## src/rtl/u16u8_pkg.sv

```systemverilog
// Shared types, constants and the UTF-8 byte encoder for the UTF-16 to UTF-8 transcoder.
// No dependencies.
package u16u8_pkg;

    localparam int JOB_DEPTH_DEFAULT = 2;

    localparam logic [2:0] ST_OK         = 3'd0;
    localparam logic [2:0] ST_ODD        = 3'd1;
    localparam logic [2:0] ST_LONE_LOW   = 3'd2;
    localparam logic [2:0] ST_BAD_PAIR   = 3'd3;
    localparam logic [2:0] ST_TRUNC_HIGH = 3'd4;

    localparam logic [20:0] SUPP_BASE = 21'h10000;

    // One transfer worth of work for the back end: up to four UTF-8 bytes of
    // one code point, optionally followed by the closing status item.
    typedef struct packed {
        logic [20:0] cp;
        logic [2:0]  nbytes;
        logic        has_status;
        logic [2:0]  status;
    } job_t;

    // Byte k of the UTF-8 encoding of cp, which is nb bytes long.
    function automatic logic [7:0] utf8_enc(input logic [20:0] cp, input logic [2:0] nb,
                                            input logic [2:0] k);
        logic [7:0] b;
        b = 8'h00;
        case (nb)
            3'd1: b = {1'b0, cp[6:0]};
            3'd2:
            begin
                case (k)
                    3'd0:    b = {3'b110, cp[10:6]};
                    default: b = {2'b10, cp[5:0]};
                endcase
            end
            3'd3:
            begin
                case (k)
                    3'd0:    b = {4'b1110, cp[15:12]};
                    3'd1:    b = {2'b10, cp[11:6]};
                    default: b = {2'b10, cp[5:0]};
                endcase
            end
            3'd4:
            begin
                case (k)
                    3'd0:    b = {5'b11110, cp[20:18]};
                    3'd1:    b = {2'b10, cp[17:12]};
                    3'd2:    b = {2'b10, cp[11:6]};
                    default: b = {2'b10, cp[5:0]};
                endcase
            end
            default: b = 8'h00;
        endcase
        return b;
    endfunction

endpackage

```

## src/rtl/u16u8_front.sv

```systemverilog
// Front end: pairs input bytes into code units, joins surrogates and tracks errors.
// Depends on u16u8_pkg; produces one job per input byte that causes results.
module u16u8_front (
    input  logic              clk,
    input  logic              rst_n,
    input  logic              accept,
    input  logic [7:0]        data_byte,
    input  logic              final_byte,
    input  logic              cfg_we,
    input  logic              cfg_data,
    output logic              job_push,
    output u16u8_pkg::job_t   job
);
    import u16u8_pkg::*;

    logic       order_big_reg;
    logic       half_reg, half_next;
    logic [7:0] held_reg, held_next;
    logic       hsw_reg, hsw_next;
    logic [9:0] hbits_reg, hbits_next;
    logic [2:0] err_reg, err_next;
    logic [15:0] unit;
    logic        is_high;
    logic        is_low;

    assign unit = order_big_reg ? {held_reg, data_byte} : {data_byte, held_reg};
    assign is_high = (unit[15:10] == 6'b110110);
    assign is_low  = (unit[15:10] == 6'b110111);

    always_comb
    begin
        half_next  = half_reg;
        held_next  = held_reg;
        hsw_next   = hsw_reg;
        hbits_next = hbits_reg;
        err_next   = err_reg;
        job        = '0;
        if (err_reg == ST_OK)
        begin
            if (!half_reg)
            begin
                half_next = 1'b1;
                held_next = data_byte;
                if (final_byte)
                begin
                    err_next = ST_ODD;
                end
            end
            else
            begin
                half_next = 1'b0;
                if (hsw_reg)
                begin
                    hsw_next = 1'b0;
                    if (is_low)
                    begin
                        job.cp     = SUPP_BASE + {1'b0, hbits_reg, unit[9:0]};
                        job.nbytes = 3'd4;
                    end
                    else
                    begin
                        err_next = ST_BAD_PAIR;
                    end
                end
                else if (is_high)
                begin
                    hsw_next   = 1'b1;
                    hbits_next = unit[9:0];
                end
                else if (is_low)
                begin
                    err_next = ST_LONE_LOW;
                end
                else
                begin
                    job.cp = {5'd0, unit};
                    if (unit[15:7] == 9'd0)
                    begin
                        job.nbytes = 3'd1;
                    end
                    else if (unit[15:11] == 5'd0)
                    begin
                        job.nbytes = 3'd2;
                    end
                    else
                    begin
                        job.nbytes = 3'd3;
                    end
                end
                if (final_byte && (err_next == ST_OK) && hsw_next)
                begin
                    err_next = ST_TRUNC_HIGH;
                end
            end
        end
        if (final_byte)
        begin
            job.has_status = 1'b1;
            job.status     = err_next;
            half_next      = 1'b0;
            held_next      = 8'h00;
            hsw_next       = 1'b0;
            hbits_next     = 10'd0;
            err_next       = ST_OK;
        end
    end

    assign job_push = accept && ((job.nbytes != 3'd0) || job.has_status);

    always_ff @(posedge clk or negedge rst_n)
    begin
        if (!rst_n)
        begin
            order_big_reg <= 1'b0;
            half_reg      <= 1'b0;
            held_reg      <= 8'h00;
            hsw_reg       <= 1'b0;
            hbits_reg     <= 10'd0;
            err_reg       <= ST_OK;
        end
        else
        begin
            if (cfg_we)
            begin
                order_big_reg <= cfg_data;
            end
            if (accept)
            begin
                half_reg  <= half_next;
                held_reg  <= held_next;
                hsw_reg   <= hsw_next;
                hbits_reg <= hbits_next;
                err_reg   <= err_next;
            end
        end
    end

endmodule

```

## src/rtl/u16u8_job_fifo.sv

```systemverilog
// Short job queue between the front and back ends.
// Depends on u16u8_pkg for the job type.
module u16u8_job_fifo #(
    parameter int Depth = u16u8_pkg::JOB_DEPTH_DEFAULT
) (
    input  logic              clk,
    input  logic              rst_n,
    input  logic              push,
    input  u16u8_pkg::job_t   wdata,
    input  logic              pop,
    output u16u8_pkg::job_t   rdata,
    output logic              full,
    output logic              empty
);
    import u16u8_pkg::*;

    localparam int PtrW = (Depth > 1) ? $clog2(Depth) : 1;
    localparam int CntW = $clog2(Depth + 1);

    job_t            mem_reg [Depth];
    logic [PtrW-1:0] wr_ptr_reg;
    logic [PtrW-1:0] rd_ptr_reg;
    logic [CntW-1:0] count_reg;
    logic            do_push;
    logic            do_pop;

    assign full    = (count_reg == CntW'(Depth));
    assign empty   = (count_reg == '0);
    assign do_push = push && !full;
    assign do_pop  = pop && !empty;
    assign rdata   = mem_reg[rd_ptr_reg];

    always_ff @(posedge clk)
    begin
        if (do_push)
        begin
            mem_reg[wr_ptr_reg] <= wdata;
        end
    end

    always_ff @(posedge clk or negedge rst_n)
    begin
        if (!rst_n)
        begin
            wr_ptr_reg <= '0;
            rd_ptr_reg <= '0;
            count_reg  <= '0;
        end
        else
        begin
            if (do_push)
            begin
                wr_ptr_reg <= (wr_ptr_reg == PtrW'(Depth - 1)) ? '0 : wr_ptr_reg + 1'b1;
            end
            if (do_pop)
            begin
                rd_ptr_reg <= (rd_ptr_reg == PtrW'(Depth - 1)) ? '0 : rd_ptr_reg + 1'b1;
            end
            if (do_push && !do_pop)
            begin
                count_reg <= count_reg + 1'b1;
            end
            else if (do_pop && !do_push)
            begin
                count_reg <= count_reg - 1'b1;
            end
        end
    end

endmodule

```

## src/rtl/u16u8_back.sv

```systemverilog
// Back end: expands each job into UTF-8 bytes and any status item, one per cycle,
// into an output register whenever it is empty or popped. Depends on u16u8_pkg.
module u16u8_back (
    input  logic              clk,
    input  logic              rst_n,
    input  logic              job_avail,
    input  u16u8_pkg::job_t   job_in,
    output logic              job_take,
    input  logic              pop,
    output logic              empty,
    output logic [7:0]        utf8_byte,
    output logic              byte_present,
    output logic              run_end,
    output logic              message_done,
    output logic [2:0]        status
);
    import u16u8_pkg::*;

    job_t       cur_reg;
    logic       cur_valid_reg;
    logic [2:0] idx_reg;
    logic       out_valid_reg;
    logic [7:0] byte_reg;
    logic       present_reg;
    logic       end_reg;
    logic       done_reg;
    logic [2:0] status_reg;

    logic [2:0] total;
    logic       out_free;
    logic       emit;
    logic       last;
    logic       is_data;

    assign total    = cur_reg.nbytes + {2'b00, cur_reg.has_status};
    assign out_free = !out_valid_reg || pop;
    assign emit     = cur_valid_reg && out_free;
    assign last     = (idx_reg == total - 3'd1);
    assign is_data  = (idx_reg < cur_reg.nbytes);
    assign job_take = job_avail && (!cur_valid_reg || (emit && last));

    always_ff @(posedge clk)
    begin
        if (job_take)
        begin
            cur_reg <= job_in;
        end
        if (emit)
        begin
            byte_reg    <= is_data ? utf8_enc(cur_reg.cp, cur_reg.nbytes, idx_reg) : 8'h00;
            present_reg <= is_data;
            end_reg     <= last;
            done_reg    <= !is_data;
            status_reg  <= is_data ? ST_OK : cur_reg.status;
        end
    end

    always_ff @(posedge clk or negedge rst_n)
    begin
        if (!rst_n)
        begin
            cur_valid_reg <= 1'b0;
            idx_reg       <= 3'd0;
            out_valid_reg <= 1'b0;
        end
        else
        begin
            if (job_take)
            begin
                cur_valid_reg <= 1'b1;
                idx_reg       <= 3'd0;
            end
            else if (emit)
            begin
                if (last)
                begin
                    cur_valid_reg <= 1'b0;
                    idx_reg       <= 3'd0;
                end
                else
                begin
                    idx_reg <= idx_reg + 3'd1;
                end
            end
            if (emit)
            begin
                out_valid_reg <= 1'b1;
            end
            else if (pop)
            begin
                out_valid_reg <= 1'b0;
            end
        end
    end

    assign empty        = !out_valid_reg;
    assign utf8_byte    = byte_reg;
    assign byte_present = present_reg;
    assign run_end      = end_reg;
    assign message_done = done_reg;
    assign status       = status_reg;

endmodule

```

## src/rtl/utf16_to_utf8_transcoder.sv

```systemverilog
// Top level of the UTF-16 to UTF-8 transcoder.
// Depends on u16u8_pkg, u16u8_front, u16u8_job_fifo and u16u8_back.

// The transcoder takes a UTF-16 message one byte per transfer and returns
// UTF-8 bytes, one per transfer, followed by one status item when the byte
// flagged as final arrives. The front end accepts a byte in every cycle in
// which the job queue has room (full low): it pairs bytes into code units in
// the configured byte order, joins surrogate pairs, tracks the first error of
// the message and queues one job for each byte that causes results. The back
// end drains one job item per cycle into the output register whenever the
// register is empty or popped, so the output port carries at most one item
// per cycle, and a pop in the same cycle as a new item is loaded keeps it
// streaming without gaps. The sustained input rate is therefore set by the
// output port and by how many result items each byte pair yields; a
// three-byte code point whose pair also closes the message with its status
// item is the worst case. ASCII text runs at the input limit of one byte
// per cycle while the receiver keeps up. The queue depth (JobDepth) sets
// how many jobs the front end may run ahead.
// An accepted byte's first result passes the queue, the current job register
// and the output register. After an error inside a message no data bytes are
// produced until the final byte, which yields the status item with the
// first error seen; the byte order register is written over its own
// transfer channel and must only change while the block is idle.
module utf16_to_utf8_transcoder #(
    parameter int JobDepth = u16u8_pkg::JOB_DEPTH_DEFAULT
) (
    input  logic       clk,
    input  logic       rst_n,
    input  logic       push,
    output logic       full,
    input  logic [7:0] data_byte,
    input  logic       final_byte,
    input  logic       cfg_valid,
    output logic       cfg_ready,
    input  logic       cfg_data,
    output logic       empty,
    input  logic       pop,
    output logic [7:0] utf8_byte,
    output logic       byte_present,
    output logic       run_end,
    output logic       message_done,
    output logic [2:0] status
);
    import u16u8_pkg::*;

    job_t front_job;
    job_t head_job;
    logic job_push;
    logic job_take;
    logic fifo_full;
    logic fifo_empty;
    logic accept;

    // Always writable; the user must write the register only while idle.
    assign cfg_ready = 1'b1;
    assign full      = fifo_full;
    assign accept    = push && !fifo_full;

    u16u8_front u_front (
        .clk        (clk),
        .rst_n      (rst_n),
        .accept     (accept),
        .data_byte  (data_byte),
        .final_byte (final_byte),
        .cfg_we     (cfg_valid && cfg_ready),
        .cfg_data   (cfg_data),
        .job_push   (job_push),
        .job        (front_job)
    );

    u16u8_job_fifo #(
        .Depth (JobDepth)
    ) u_fifo (
        .clk   (clk),
        .rst_n (rst_n),
        .push  (job_push),
        .wdata (front_job),
        .pop   (job_take),
        .rdata (head_job),
        .full  (fifo_full),
        .empty (fifo_empty)
    );

    u16u8_back u_back (
        .clk          (clk),
        .rst_n        (rst_n),
        .job_avail    (!fifo_empty),
        .job_in       (head_job),
        .job_take     (job_take),
        .pop          (pop),
        .empty        (empty),
        .utf8_byte    (utf8_byte),
        .byte_present (byte_present),
        .run_end      (run_end),
        .message_done (message_done),
        .status       (status)
    );

endmodule

```

## config.mk

```make
export PLATFORM = sky130hd
export DESIGN_NAME = utf16_to_utf8_transcoder
export DESIGN_NICKNAME = d
export VERILOG_FILES = /design/src/rtl/u16u8_pkg.sv /design/src/rtl/u16u8_front.sv /design/src/rtl/u16u8_job_fifo.sv /design/src/rtl/u16u8_back.sv /design/src/rtl/utf16_to_utf8_transcoder.sv
export SDC_FILE = /design/constraint.sdc
export NUM_CORES = 1
export LEC_CHECK = 0
export ABC_CLOCK_PERIOD_IN_PS = 3770
export BUFFER_PORTS_ARGS = -buffer_cell sky130_fd_sc_hd__buf_2
export CAP_MARGIN = 25
export CORE_MARGIN = 3
export CORE_UTILIZATION = 60
export CTS_CLUSTER_DIAMETER = 120
export CTS_CLUSTER_SIZE = 8
export DETAILED_ROUTE_END_ITERATION = 6
export PLACE_DENSITY = 0.89
export SLEW_MARGIN = 20
export SYNTH_ARGS = -nofsm -noshare
export SYNTH_HDL_FRONTEND = slang
export SYNTH_HIERARCHICAL = 1
export SYNTH_SLANG_ARGS = --single-unit
```

## constraint.sdc

```tcl
create_clock -name clk -period 3.77 [get_ports clk]
set_input_delay 0.754 -clock clk [delete_from_list [all_inputs] [get_ports clk]]
set_output_delay 0.754 -clock clk [all_outputs]
set_load 0.02 [all_outputs]
```

# After elaboration in Yosys (flattened, before gate mapping)
# Memory sizes are Yosys's and may differ from the RTL's. A register that Yosys moved wholly into a read port is not among the register bits.
# Index checks and enable logic that the tools add are counted.
# totals
n_memories,1
output_inout_bits,17
ram_bits,56
regBits,47
inputBits,15
# classes
n_addsub,8
reduce_logical,40
magnitude_cmp,1
n_mux,57
eq_ne,12
# mem_list
name,depth,word_bits,read_ports,rd_clocked_by_memory_dff,wr,line_no,source
u_fifo.mem_reg,2,28,1,1,1,u16u8_job_fifo.sv:20,job_t mem_reg [Depth];
# ops
operator,count
2-to-1 mux 24 bit,5
2-to-1 mux 10 bit,5
2-to-1 mux 3 bit,15
one-hot mux 8 bit (4 select lines),1
2-to-1 mux 8 bit,3
adder 17 x 20 -> 21 bit (first input constant),1
one-hot mux 7 bit (3 select lines),1
2-to-1 mux 1 bit,20
2-to-1 mux 19 bit,1
2-to-1 mux 16 bit,1
one-hot mux 7 bit (2 select lines),1
nonzero test 2 bit,7
equality test 6 bit (second input constant),2
logical AND 1 bit,11
equality test 3 x 2 -> 1 bit (second input constant),3
logical NOT 3 bit,3
logical NOT 9 bit,1
logical NOT 1 bit,7
2-to-1 mux 7 bit,1
equality test 3 x 1 -> 1 bit (second input constant),2
AND reduction 3 bit,2
logical NOT 5 bit,1
AND reduction 5 bit,1
2-to-1 mux 2 bit,2
16 further kinds,21

# Longest topological paths before layout
# depth
ltp_word,21
depth_mapped,14
mapped_depth_nobuf,13

# Cells and area by module
# The synthesis kept the hierarchy.
# modules_own_cells
module,area_per_inst_um2,seq_area_each_um2,cells_per_inst,n_inst
u16u8_job_fifo,2264.7,1781.7,106,1
u16u8_back,2168.3,1386.3,171,1
u16u8_front,1629.1,600.6,171,1
utf16_to_utf8_transcoder,28.8,0.0,4,1

# Least setup slack after synthesis
# No wires, ideal clock.
# synth_timing
kind,input to register
start,input data_byte[6]
end,memory u_fifo/mem_reg[0][0] (netlist name) (enable)
arrival_time_ps,2857
path_slack_ps,500
cell_stages,6
required_time_ps,3357
cell_sequence,nor2b_2 > nand4b_1 > a21oi_4 > a311o_1 > nand2_1 > nor2_1
# synth_via
elab_chain_cells,15
elab_cells_between_ends,19
# synth_lines
item,line_no,source
from (decl),utf16_to_utf8_transcoder.sv:31,"input logic [7:0] data_byte,"
2-to-1 mux 16 bit *,u16u8_front.sv:26,"assign unit = order_big_reg ? {held_reg, data_byte} : {data_byte, held_reg};"
logical NOT 5 bit,u16u8_front.sv:81,else if (unit[15:11] == 5'd0)
2-to-1 mux 1 bit,u16u8_front.sv:81,
2-to-1 mux 3 bit,u16u8_front.sv:77,if (unit[15:7] == 9'd0)
2-to-1 mux 19 bit,u16u8_front.sv:70,else if (is_low)
2-to-1 mux 24 bit,u16u8_front.sv:65,else if (is_high)
2-to-1 mux 24 bit *,u16u8_front.sv:52,if (hsw_reg)
2-to-1 mux 24 bit *,u16u8_front.sv:40,if (!half_reg)
2-to-1 mux 24 bit *,u16u8_front.sv:38,if (err_reg == ST_OK)
nonzero test 3 bit *,u16u8_front.sv:108,assign job_push = accept && ((job.nbytes != 3'd0) || job.has_status);
logical OR 1 bit *,u16u8_front.sv:108,
logical AND 1 bit *,u16u8_front.sv:108,
via job_push,utf16_to_utf8_transcoder.sv:48,logic job_push;
logical AND 1 bit *,u16u8_job_fifo.sv:29,assign do_push = push && !full;
2-to-1 mux 1 bit *,u16u8_job_fifo.sv:35,if (do_push)
2-to-1 mux 1 bit (not written as such) *,u16u8_job_fifo.sv:37,mem_reg[wr_ptr_reg] <= wdata;
to (decl),u16u8_job_fifo.sv:20,
# Mark *: on every way through the listed nets, which the timed path passes. The rest lies on a longest branch.

# Worst setup path in the final report
# layout_timing
start,register u_front.order_big_reg
end,memory u_fifo/mem_reg[1][18] (netlist name) (enable)
# layout_via
elab_chain_cells,15
elab_cells_between_ends,19
# layout_lines
item,line_no,source
from (decl),u16u8_front.sv:16,logic order_big_reg;
from (signal assigned),u16u8_front.sv:125,order_big_reg <= cfg_data;
2-to-1 mux 16 bit *,u16u8_front.sv:26,
logical NOT 5 bit,u16u8_front.sv:81,
2-to-1 mux 1 bit,u16u8_front.sv:81,
2-to-1 mux 3 bit,u16u8_front.sv:77,
2-to-1 mux 19 bit,u16u8_front.sv:70,
2-to-1 mux 24 bit,u16u8_front.sv:65,
2-to-1 mux 24 bit *,u16u8_front.sv:52,
2-to-1 mux 24 bit *,u16u8_front.sv:40,
2-to-1 mux 24 bit *,u16u8_front.sv:38,
nonzero test 3 bit *,u16u8_front.sv:108,
logical OR 1 bit *,u16u8_front.sv:108,
logical AND 1 bit *,u16u8_front.sv:108,
via job_push,utf16_to_utf8_transcoder.sv:48,
logical AND 1 bit *,u16u8_job_fifo.sv:29,
2-to-1 mux 1 bit *,u16u8_job_fifo.sv:35,
2-to-1 mux 1 bit (not written as such) *,u16u8_job_fifo.sv:37,
# Marks and branches as above.

==> parameters.txt <==
Parameter                              Value

Outcome
  Status    finished clean

Global route
  Global Route Usage Sum    22.3%
  Antenna violations before repair    0
  Via count of the first global-routing pass    3842
  Total global routing overflow    0
  Global-route wire length before repair    19.5 mm
  Maximum number of pins on one net before global-route repair    34

Yosys
  Number of enable-type register cells in the synthesized netlist    98
  Library cell with the highest instance count after synthesis    sky130_fd_sc_hd__edfxtp_1
  Fraction of the yosys area taken by sequential cells    61.9%
  Biggest area consumer among synthesized cells    sky130_fd_sc_hd__edfxtp_1
  Area of the mapped netlist    6090 um^2
  Proportion of netlist area held by the largest area contributor    48.3%
  Async S/R FF share, synth    25.2%
  Top FF cell, synth    sky130_fd_sc_hd__edfxtp_1
  Gate count of the mapped netlist    452
  #FFs+latches synth    131
  Library cells used by synthesis    62
  Ys Warns    6
  Syn_nets    477
  Avg Synthesized Cell Area    13.5 um^2
  Synth cell count leaders    sky130_fd_sc_hd__edfxtp_1 (98), sky130_fd_sc_hd__dfrtp_1 (33), sky130_fd_sc_hd__nand2_1 (28)
  Top cells by area in the synthesized netlist    sky130_fd_sc_hd__edfxtp_1 (48%), sky130_fd_sc_hd__dfrtp_1 (14%), sky130_fd_sc_hd__mux2_2 (4.1%), sky130_fd_sc_hd__mux2_4 (2.7%), sky130_fd_sc_hd__mux2i_1 (2.5%)

Timing
  Setup repair after global routing missed its margin    false
  Count of endpoints failing setup in the final report    0
  Fraction of the cycle the final worst path needs    between 80% and 90%
  Number of pins exceeding their max-slew limit in the final report    0
  Layout Skew    0.0110 ns
  Slew @ Worst Pin    ~0.83 ns
  Relative max-transition margin    44.4%
  Final-layout setup total negative slack    0 ns
  Max frequency    approximately 0.30 GHz
  Final period demand of the worst path    3.38 ns
  Hold violation count in the final report    0

Layout
  Fillcell total    667
  Layout net count    511
  Final Cell Area    6870 um^2
  Flip-flop count of the largest register after layout    56
  Utilization of the core after routing    70.0%
  Final cell count without fillers    632
  Fraction of layout cells with a size suffix above 1    22.6%
  Growth of design area from synthesis to finish    12.9%
  Number of inserted diodes    0
  Area occupied by registers    ~3800 um^2
  Multi-input combinational cell area    2130 um^2

Critical path
  Critical Path Source Type    flop
  Gate family responsible for the most delay along the worst path    simple AND/OR/NAND/NOR gates
  Buffer and inverter count on the worst path    2
  Max stage delay on crit path    between 0.7 and 0.8 ns
  Crit path required time    between 3 and 4 ns
  Slowest library cell on the worst path    sky130_fd_sc_hd__dfrtp_1
  Critical path data arrival time    3.60 ns
  Worst setup path class    flop to flop
  Critical Path, Cell by Cell    buf_4, mux2i_1, a21oi_4, nor4_1, a311o_1, and3_1, buf_12
  Largest fanout of any net on the critical path    18
  Worst Setup End Kind    flop

Floorplan
  Die boundary height    107 um
  Placement row count    36
  Area of the core    9820 um^2
  Number of ports placed on the die boundary    32
  Die span in x    107 um
  Die Footprint    about 11000 um^2
  Initial standard-cell utilization of the core    roughly 62%

Detailed routing
  Detail-routed net length per standard cell    19.0 um
  Total Routed Length    12.0 mm
  Vias after detailed routing    3922
  Via density per instance    a little over 6
  First-pass DRT Iterations    7
  Count of nets left with antenna violations after detail routing    0
  Iter 0 DRT Violations    296
  Count of unresolved DRC violations after routing    0

Clocking
  Post-CTS repair timing setup buffer count    0
  Number of H-tree levels    4
  Clk sink count    131
  Number of buffers inserted during clock tree synthesis    17
  Maximum count of clock buffers along a single path    2
  Number of cells upsized or downsized after cts    0
  TritonCTS clock tree    done
  Post-CTS Hold Buffers    0
  Root buffer cell    sky130_fd_sc_hd__clkbuf_8
  Worst skew pair latency    0.52 ns
  Clock edge transition at the registers on the reported setup and hold paths    0.06 ns

Placed design
  Last weighted congestion value of the routability-driven placer    0.919
  Placed cell area    6340 um^2
  Placed Cells    600
  Port bufs    30
  Sum of net half-perimeters after detailed placement    7.60 mm

Power and ir drop
  Peak supply drop    0.432 mV
  Pwr Density    slightly below 800 nW/um^2
  Leakage power of the design    2.64 nW

Job
  Number of max-capacitance violations reported    0

Min path
  Worst min-delay path class    input pin to async pin
## routing by layer
metal	global-route usage [%]	share of wire [%]	up-vias
met5	0	0	-
met4	10.4	3.0	0
met3	5.06	6.8	33
met2	38.8	51	213
met1	26.4	39	1887
li1	-	-	1789
## kinds of logic after synthesis
logic type	count (synthesis)	synth area share, %
AO/OA/AOI/OAI	92	11.2
XOR/XNOR	11	1.71
adder cells (fa/ha/maj)	10	2.05
buffers and inverters	38	3.14
flip-flops	131	61.9
multiplexers	48	9.24
other	1	0.0616
AND/OR/NAND/NOR	121	10.8
## worst reg2reg max path, stage by stage (launching register included)
cell and delay [ns]:
sky130_fd_sc_hd__dfrtp_1 0.71, sky130_fd_sc_hd__buf_4 0.31, sky130_fd_sc_hd__mux2i_1 0.43, sky130_fd_sc_hd__a21oi_4 0.14
sky130_fd_sc_hd__nor4_1 0.47, sky130_fd_sc_hd__a311o_1 0.23, sky130_fd_sc_hd__and3_1 0.55, sky130_fd_sc_hd__buf_12 0.24
## final timing paths
kind | startpoint | endpoint | slack (ns) | depth (start not counted)
max in group asynchronous | rst_n | u_front/hbits_reg[5] | 2.90 | 1
setup reg to reg | u_front/order_big_reg | u_fifo/mem_reg[1][18] | 0.39 | 7
setup / recovery | u_front/order_big_reg | u_fifo/mem_reg[1][18] | 0.39 | 7
min in group clk | cfg_data | u_front/order_big_reg | 0.48 | 2
hold reg to reg | u_front/hbits_reg[2] | u_front/hbits_reg[2] | 0.49 | 1
hold / removal | rst_n | u_back/cur_valid_reg | 0.35 | 1
## area by class of cell
class,count,share of cell area [%]
sequential,131,54.8
inverter,17,0.928
tap,133,2.42
clock inverter,12,1.58
multi-input combinational,283,31.0
clock buffer,20,6.19
timing repair buffer,36,3.02
## cell usage in the layout, fill, tap and decap left out, types with 7 or more instances in the layout
cell type                    n
sky130_fd_sc_hd__dfrtp_1    33
sky130_fd_sc_hd__nor3_1     18
sky130_fd_sc_hd__nand3_1     7
sky130_fd_sc_hd__mux2_2     22
sky130_fd_sc_hd__nor2_1     23
sky130_fd_sc_hd__nand2_1    28
sky130_fd_sc_hd__mux2_4     11
sky130_fd_sc_hd__inv_1      14
sky130_fd_sc_hd__ha_1       10
sky130_fd_sc_hd__a22o_1      9
sky130_fd_sc_hd__clkbuf_16  16
sky130_fd_sc_hd__edfxtp_1   98
sky130_fd_sc_hd__a22oi_1     7
sky130_fd_sc_hd__a21oi_1    17
sky130_fd_sc_hd__buf_2      30
sky130_fd_sc_hd__o2bb2ai_1  16
sky130_fd_sc_hd__mux2i_1    15
sky130_fd_sc_hd__and2_1      8
sky130_fd_sc_hd__nand2b_1    8
## stage by stage
| step | hold WS [ns] | setup WS [ns] | total power [mW] |
|---|---|---|---|
| final | 0.348 | 0.388 | 5.41 |
| after global routing | 0.378 | 0.248 | 5.66 |
| after CTS | 0.363 | 0.474 | 5.41 |
| after detailed placement | 0.475 | 0.760 | 3.89 |
| after global placement | 0.473 | 0.925 | 3.83 |
| after floorplan | 0.449 | 0.500 | 3.51 |
## report_power, final
part	total [mW]	switching [mW]	internal (mW)	leakage (nW)
clock	1.47	0.594	0.872	0.249
sequential	2.30	0.253	2.05	1.35
combinational	1.64	0.987	0.655	1.04
Power figures use the tool's default switching activity.
